**config.mk**
```make
export PLATFORM = sky130hd
export DESIGN_NAME = rmq_prep
export DESIGN_NICKNAME = d
export VERILOG_FILES = /design/src/rtl/core/rmq_pkg.sv /design/src/rtl/core/rmq_prep.sv
export SDC_FILE = /design/constraint.sdc
export NUM_CORES = 1
export LEC_CHECK = 0
export ABC_AREA = 1
export BUFFER_PORTS_ARGS = -buffer_cell sky130_fd_sc_hd__buf_2
export CAP_MARGIN = 20
export CORE_MARGIN = 5
export CORE_UTILIZATION = 55
export DETAILED_ROUTE_END_ITERATION = 12
export HOLD_SLACK_MARGIN = 0.05
export PLACE_DENSITY = 0.82
export SLEW_MARGIN = 5
export SYNTH_ARGS = -nofsm -noshare
export SYNTH_HDL_FRONTEND = slang
export SYNTH_SLANG_ARGS = --single-unit
export TNS_END_PERCENT = 100
```
**constraint.sdc**
```tcl
create_clock -name i_clk -period 10.2 [get_ports i_clk]
set_clock_uncertainty 0.2 [all_clocks]
set_input_delay 1.02 -clock i_clk [delete_from_list [all_inputs] [get_ports i_clk]]
set_output_delay 1.02 -clock i_clk [all_outputs]
set_load 0.02 [all_outputs]
```
**src/rtl/core/rmq_pkg.sv**
```systemverilog
`timescale 1ns / 1ps

package rmq_pkg;

    localparam int DATA_WIDTH_DEF = 16;
    localparam int FRAC_BITS_DEF  = 14;

    // Magnitudes are normalised so that the largest lies in [2^29, 2^30).
    localparam int NORM_TOP  = 30;
    localparam int SQ_WIDTH  = 2 * NORM_TOP;
    localparam int SUM_WIDTH = SQ_WIDTH + 2;
    localparam int ROOT_WIDTH = SUM_WIDTH / 2;

    localparam logic [1:0] CASE_W = 2'd0;
    localparam logic [1:0] CASE_X = 2'd1;
    localparam logic [1:0] CASE_Y = 2'd2;
    localparam logic [1:0] CASE_Z = 2'd3;

    typedef struct packed {
        logic [3:0][NORM_TOP-1:0] mag;
        logic [3:0]               neg;
        logic [1:0]               dcase;
        logic                     bad;
    } t_side;

endpackage

```
**src/rtl/core/rmq_prep.sv**
```systemverilog
`timescale 1ns / 1ps

module rmq_prep #(
    parameter int DATA_WIDTH = rmq_pkg::DATA_WIDTH_DEF,
    parameter int FRAC_BITS  = rmq_pkg::FRAC_BITS_DEF
) (
    input  logic                         i_clk,
    input  logic                         i_rst_n,
    input  logic                         i_en,
    input  logic                         i_valid,
    input  logic signed [DATA_WIDTH-1:0] i_m [9],
    output logic                         o_valid,
    output rmq_pkg::t_side               o_side
);

    localparam int VW  = ((DATA_WIDTH > FRAC_BITS + 1) ? DATA_WIDTH : FRAC_BITS + 1) + 3;
    localparam int NT  = rmq_pkg::NORM_TOP;
    localparam int LW  = $clog2(VW + 1);
    localparam logic signed [VW-1:0] ONE = {{(VW-1){1'b0}}, 1'b1} << FRAC_BITS;

    logic signed [VW-1:0] e [9];
    logic signed [VW-1:0] trace;
    logic signed [VW-1:0] n_v [4];
    logic signed [VW-1:0] n_r;
    logic [1:0]           n_dcase;

    logic                 r_v1;
    logic signed [VW-1:0] r_vec [4];
    logic                 r_bad1;
    logic [1:0]           r_dcase1;

    logic                 r_v2;
    logic [VW-1:0]        r_mag2 [4];
    logic [3:0]           r_neg2;
    logic [VW-1:0]        r_mx01;
    logic [VW-1:0]        r_mx23;
    logic                 r_bad2;
    logic [1:0]           r_dcase2;

    logic                 r_v3;
    logic [VW-1:0]        r_mag3 [4];
    logic [3:0]           r_neg3;
    logic [LW-1:0]        r_len3;
    logic                 r_bad3;
    logic [1:0]           r_dcase3;

    logic [VW-1:0]        mx;
    logic [LW-1:0]        n_len;
    logic [VW+NT-1:0]     wide [4];

    always_comb begin
        for (int i = 0; i < 9; i++) begin
            e[i] = VW'(i_m[i]);
        end
        trace = e[0] + e[4] + e[8];
        if (trace > 0) begin
            n_dcase = rmq_pkg::CASE_W;
            n_r     = trace + ONE;
            n_v[0]  = e[5] - e[7];
            n_v[1]  = e[6] - e[2];
            n_v[2]  = e[1] - e[3];
            n_v[3]  = n_r;
        end else if (e[0] > e[4] && e[0] > e[8]) begin
            n_dcase = rmq_pkg::CASE_X;
            n_r     = ONE + e[0] - e[4] - e[8];
            n_v[0]  = n_r;
            n_v[1]  = e[1] + e[3];
            n_v[2]  = e[2] + e[6];
            n_v[3]  = e[5] - e[7];
        end else if (e[4] > e[8]) begin
            n_dcase = rmq_pkg::CASE_Y;
            n_r     = ONE + e[4] - e[0] - e[8];
            n_v[0]  = e[1] + e[3];
            n_v[1]  = n_r;
            n_v[2]  = e[5] + e[7];
            n_v[3]  = e[6] - e[2];
        end else begin
            n_dcase = rmq_pkg::CASE_Z;
            n_r     = ONE + e[8] - e[0] - e[4];
            n_v[0]  = e[2] + e[6];
            n_v[1]  = e[5] + e[7];
            n_v[2]  = n_r;
            n_v[3]  = e[1] - e[3];
        end
    end

    always_comb begin
        mx    = (r_mx01 > r_mx23) ? r_mx01 : r_mx23;
        n_len = '0;
        for (int i = 0; i < VW; i++) begin
            if (mx[i]) begin
                n_len = LW'(i + 1);
            end
        end
        for (int i = 0; i < 4; i++) begin
            wide[i] = {r_mag3[i], {NT{1'b0}}} >> r_len3;
        end
    end

    always_ff @(posedge i_clk) begin
        if (!i_rst_n) begin
            r_v1    <= 1'b0;
            r_v2    <= 1'b0;
            r_v3    <= 1'b0;
            o_valid <= 1'b0;
        end else if (i_en) begin
            r_v1    <= i_valid;
            r_v2    <= r_v1;
            r_v3    <= r_v2;
            o_valid <= r_v3;
        end
    end

    always_ff @(posedge i_clk) begin
        if (i_en) begin
            r_vec    <= n_v;
            r_bad1   <= (n_r <= 0);
            r_dcase1 <= n_dcase;

            for (int i = 0; i < 4; i++) begin
                r_neg2[i] <= r_vec[i][VW-1];
                r_mag2[i] <= r_vec[i][VW-1] ? VW'(-r_vec[i]) : VW'(r_vec[i]);
            end
            r_mx01 <= (abs_of(r_vec[0]) > abs_of(r_vec[1])) ?
                      abs_of(r_vec[0]) : abs_of(r_vec[1]);
            r_mx23 <= (abs_of(r_vec[2]) > abs_of(r_vec[3])) ?
                      abs_of(r_vec[2]) : abs_of(r_vec[3]);
            r_bad2   <= r_bad1;
            r_dcase2 <= r_dcase1;

            r_mag3   <= r_mag2;
            r_neg3   <= r_neg2;
            r_len3   <= n_len;
            r_bad3   <= r_bad2;
            r_dcase3 <= r_dcase2;

            for (int i = 0; i < 4; i++) begin
                o_side.mag[i] <= wide[i][NT-1:0];
            end
            o_side.neg   <= r_neg3;
            o_side.bad   <= r_bad3;
            o_side.dcase <= r_dcase3;
        end
    end

    function automatic logic [VW-1:0] abs_of(input logic signed [VW-1:0] x);
        logic [VW-1:0] res;
        res = x[VW-1] ? VW'(-x) : VW'(x);
        return res;
    endfunction

endmodule

```
Word-level counts from Yosys, hierarchy flattened
Cells that the tools add are included.
{"block": "word_totals", "output_inout_bits": 128, "regBits": 419, "inputBits": 148, "wordCells": 108}
{"block": "op_classes", "n_lt_le_gt_ge": 8, "add_sub_neg": 22, "shift": 4, "muxes": 33, "n_reduce_logical": 4}
{"op": "76-bit 2-to-1 mux", "n": 3}
{"op": "49-bit by 5-bit >> shifter with 30-bit output", "n": 4}
{"op": "19-bit 2-to-1 mux", "n": 10}
{"op": "19-bit negation", "n": 4}
{"op": "5-bit 2-to-1 mux", "n": 14}
{"op": "16-bit by 16-bit adder with 17-bit output", "n": 4}
{"op": "19-bit greater-than comparator", "n": 3}
{"op": "18-bit by 16-bit subtractor with 19-bit output", "n": 3}
{"op": "17-bit by 16-bit subtractor with 18-bit output", "n": 3}
{"op": "16-bit by 16-bit adder with 17-bit output, first input constant", "n": 3}
{"op": "16-bit by 16-bit subtractor with 17-bit output", "n": 3}
{"op": "16-bit greater-than comparator", "n": 3}
{"op": "18-bit by 16-bit adder with 19-bit output, second input constant", "n": 1}
{"op": "19-bit by 1-bit less-or-equal comparator with 1-bit output, second input constant", "n": 1}
{"op": "17-bit by 16-bit adder with 18-bit output", "n": 1}
{"op": "18-bit by 1-bit greater-than comparator with 1-bit output, second input constant", "n": 1}
{"op": "1-bit 2-to-1 mux", "n": 4}
{"op": "2-bit 2-to-1 mux", "n": 2}
{"op": "2-bit OR reduction", "n": 2}
{"op": "4-bit OR reduction", "n": 1}
{"op": "1-bit logical AND", "n": 1}

Logic depth before layout (Yosys ltp)
{"block": "depth", "depth_word": 20, "mapped_depth": 31, "depth_no_buf": 31}

Worst setup path after synthesis
No wires, ideal clock.
{"block": "synth_timing", "path_type": "in2reg", "start": "input port i_m[1] in the netlist's numbering", "end": "register r_vec[50] in the netlist's numbering, data pin", "arrival_ps": 4052, "n_path_buf": 1, "setup_time_ps": 263, "path_stages": 21, "path_slack_ps": 5685, "required_time_ps": 9737, "cell_sequence": "fa_1 > ha_1 > inv_1 > fa_1 > o21ai_2 > nand4_1 > nand3_2 > a21oi_2 > or2_1 > nand2_1 > ha_1 > nand3b_1 > nor2_2 > nand3_4 > nand2_4 > inv_2 > buf_6 > nor2_4 > inv_1 > nor2_1 > a211oi_1"}
{"item": "start: declaration", "line": "rmq_prep.sv:11", "rtl": "input logic signed [DATA_WIDTH-1:0] i_m [9],"}
{"item": "end signal: assignment", "line": "rmq_prep.sv:116", "rtl": "r_vec <= n_v;"}
{"item": "end: declaration", "line": "rmq_prep.sv:28", "rtl": "logic signed [VW-1:0] r_vec [4];"}

==> summary.txt <==
CP Data Arrival Time -> 5660 ps
Reg clk slew, reported paths -> 60 ps
Layout area overhead -> 9.91%
Post-Synth Simple-Gate Area -> 19.0%
GRT Overall Usage -> 27.6%
Placeable Area -> 60200 sq um
number of global-route vias before repair -> 27100
most common cell after layout, fill and taps aside -> nand2_1
max incr delay on CP -> 800 ps
most used routing layer -> met2
Slew headroom -> 26.5%
# hold bufs at CTS -> 0
worst-path cell chain -> buf_2 > inv_1 > ha_1 > nor2_1 > nand2_1 > nor4_1 > a21oi_1 > o21ai_1 > o21ai_1 > nand3_2 > buf_4 > nand2_1 > inv_1 > nand2_1 > nand2_1 > nand2_1 > o211ai_1
post-layout minimum cycle time -> 5440 ps
worst-path maximum fanout -> 53
GRT met2 Usage -> 44.8%
DP HPWL -> 74700 um
CP Class -> in -> reg
worst ir drop on vdd -> 0.000192 V
worst-case clock buffer depth -> 3
maximum clock frequency -> 184 MHz
first-pass GRT wire length -> 148000 um
met3 global-route usage -> 4.60%
routed vias/inst -> 5.73
# clock sinks -> 419
cell class contributing the biggest share of worst-path delay -> simple AND/OR/NAND/NOR gates
Post-Synth XOR/XNOR Area -> 5.05%
compound-cell area share of the yosys netlist -> 12.9%
# rows -> 90
Setup Buffers After CTS -> 0
Worst setup SP type -> input pin
leading cell types in the layout, fill and taps excluded -> 1005 x nand2_1, 472 x inv_1, 415 x edfxtp_1, 361 x ha_1, 323 x o21ai_0
CTS tree -> done
IO buf count -> 275
post-route DRC violation count -> 0
synthesized flop and latch total -> 419
leak pwr -> 17.3 nW
FF-to-FF Start -> r_vec[57]
R2R setup slack -> 4980 ps
final hold vios -> 0
number of CTS-inserted buffers -> 44
critical path depth in cells -> 17
starting density of the core -> 55.5%
synthesized area -> 33400 sq um
Post-Syn Instances -> 4007
distinct cell type count of the synthesized netlist -> 63
net count after synthesis -> 4590
largest net degree at the start of global routing -> 122
Max Cap Viol -> 0
Crit path required time -> 10420 ps
Final period util -> 53.3%
final-report max-slew violation count -> 0
status -> complete, no violations
largest family of logic cells by synthesized area -> simple AND/OR/NAND/NOR gates
drt wl/cell -> 18.8 um
hold path depth -> 0
Mean Syn Cell Area -> 8.35 sq um
Hold Path Class -> reg -> reg
H-tree Lvls -> 2
Synth warnings -> 0
Fillers -> 5110
pwr dens -> 263 nW/um^2
post-synthesis sequential area ratio -> 37.5%
CP startpoint -> i_m[15]
fin util -> 61.0%
# setup viols final -> 0
Pre-antenna DRT Iters -> 6
Routed WL -> 94200 um
routability cong. -> 1.07
share of cells above drive strength 1 -> 9.41%
RSZ-0062 raised after global routing -> false
critical path's slowest cell -> inv_1
Die ar. -> 65800 sq um
nets -> 4779
Clock Tree Root -> clkbuf_16
worst reg2reg path endpoint -> r_mx01[3]
Buf+Inv Stages, Crit Path -> 4
asr flop ratio synth -> 0%
TNS Setup -> 0 ps
endpoint kind of the worst setup timing path -> flip-flop
GRT overflow -> 0
Synth Area in Adders -> 17.9%
antenna violations before repair -> 2
cell mode on critical path -> nand2_1
Tightest Pin Transition -> 1100 ps
Post-synth EDFFs -> 415
post-cts resize count -> 0
clock latency on the worst-skew pair -> 590 ps
Die Y -> 257 um
ys flop type -> edfxtp_1
Boundary Pins -> 276
initial detailed-routing violation count -> 3067
critical path capture point -> r_vec[73]
Chip Width -> 257 um
DR vias -> 28700
R2R depth -> 19
mux share of post-synthesis cell area -> 0.359%
DRT antenna net count -> 0
met1 usage -> 36.5%
==> cell usage after synthesis (all sizes together) (2+ instances only) <==
cell	count	share of area [%]
edfxtp	415	37
o221ai	28	0.73
xor2	172	4.5
clkinv	3	0.034
inv	478	5.4
o21bai	10	0.22
or2	15	0.28
and2	2	0.037
o211ai	35	0.79
o211a	2	0.060
dfxtp	4	0.24
mux2i	12	0.36
fa	74	4.4
a21boi	18	0.42
nor4	16	0.34
clkbuf	102	1.2
ha	361	14
nand3b	9	0.20
nor3	36	0.54
a2111oi	2	0.052
a21oi	181	2.8
o31ai	17	0.38
a41oi	9	0.24
xnor2	21	0.55
o22ai	29	0.54
nand4	22	0.41
a21o	3	0.067
a211oi	11	0.25
o21ai	348	5.2
a31oi	39	0.73
nand2	1008	11
o2111ai	2	0.052
nand3	147	2.3
buf	50	0.72
o21a	6	0.13
a22oi	5	0.11
nor2	308	3.5
==> metal layers <==
| metal | wire, um | vias up | part of all wire, % |
|---|---|---|---|
| li1 | - | 13800 | - |
| met1 | 38400 | 13200 | 41 |
| met3 | 8320 | 276 | 8.8 |
| met5 | 13 | - | 0.014 |
| met2 | 42400 | 1493 | 45 |
| met4 | 5020 | 2 | 5.3 |
==> where the power goes <==
part | internal, W | switching [W] | total, W
combinational | 0.00158 | 0.00354 | 0.00512
clock | 0.000882 | 0.000690 | 0.00157
sequential | 0.00271 | 0.000275 | 0.00298
==> worst min path at each step <==
stage                     startpoint          to
after floorplan               r_bad3   o_side[0]
after global placement    r_mag2[36]  r_mag3[36]
after detailed placement  r_mag2[31]  r_mag3[31]
after CTS                 r_mag2[64]  r_mag3[64]
after global routing       r_mag2[9]   r_mag3[9]
final                     r_mag2[64]  r_mag3[64]
==> sequential cells by signal (all words and copies together) (netlist names), 2 cells and up <==
register  cells
o_side      127
r_mag2       76
r_mag3       76
r_vec        76
r_mx01       19
r_mx23       19
r_len3        5
r_neg2        4
r_neg3        4
r_dcase1      2
r_dcase2      2
r_dcase3      2
==> stage by stage <==
step | area [sq um] | std cells | worst slack (ps) | hold WS, ps | total power [W]
after floorplan | 33400 | 4007 | 5680 | 200 | 0.00644
after global placement | 35300 | 4931 | 4420 | 201 | 0.00786
after detailed placement | 35300 | 4931 | 4390 | 205 | 0.00799
after CTS | 36700 | 5010 | 5040 | 216 | 0.00958
after global routing | 36800 | 5012 | 4500 | 226 | 0.0103
final | 36800 | 5012 | 4760 | 217 | 0.00968
==> cell families (layout without fill, tap and decap cells) <==
| group | count (synthesis) | after routing |
|---|---|---|
| other | 0 | 1 |
| AO/OA/AOI/OAI | 749 | 749 |
| AND/OR/NAND/NOR | 1566 | 1566 |
| XOR/XNOR | 193 | 193 |
| adder cells (fa/ha/maj) | 435 | 435 |
| flip-flops | 419 | 419 |
| buffers and inverters | 633 | 855 |
| multiplexers | 12 | 12 |
==> cell type report <==
type | instances | area, sq um | share of cell area, %
repair buffers | 295 | 1560 | 4.23
clock inverters | 28 | 274 | 0.745
inverters | 481 | 1810 | 4.91
well taps | 782 | 978 | 2.66
diodes | 1 | 2.50 | 0.00681
clock buffers | 51 | 1130 | 3.07
flip-flops and latches | 419 | 12500 | 34.1
multi-input cells | 2955 | 18500 | 50.3
==> worst reg2reg max path, delay by kind of cell, from the launching register on <==
kind / cells / cell delay [ps]
simple gates: 8 / 1460
compound gates: 3 / 1210
buf+inv: 5 / 950
fa+ha+maj: 2 / 500
flops: 1 / 420
xor+xnor: 1 / 210
Power figures use the tool's default switching activity.
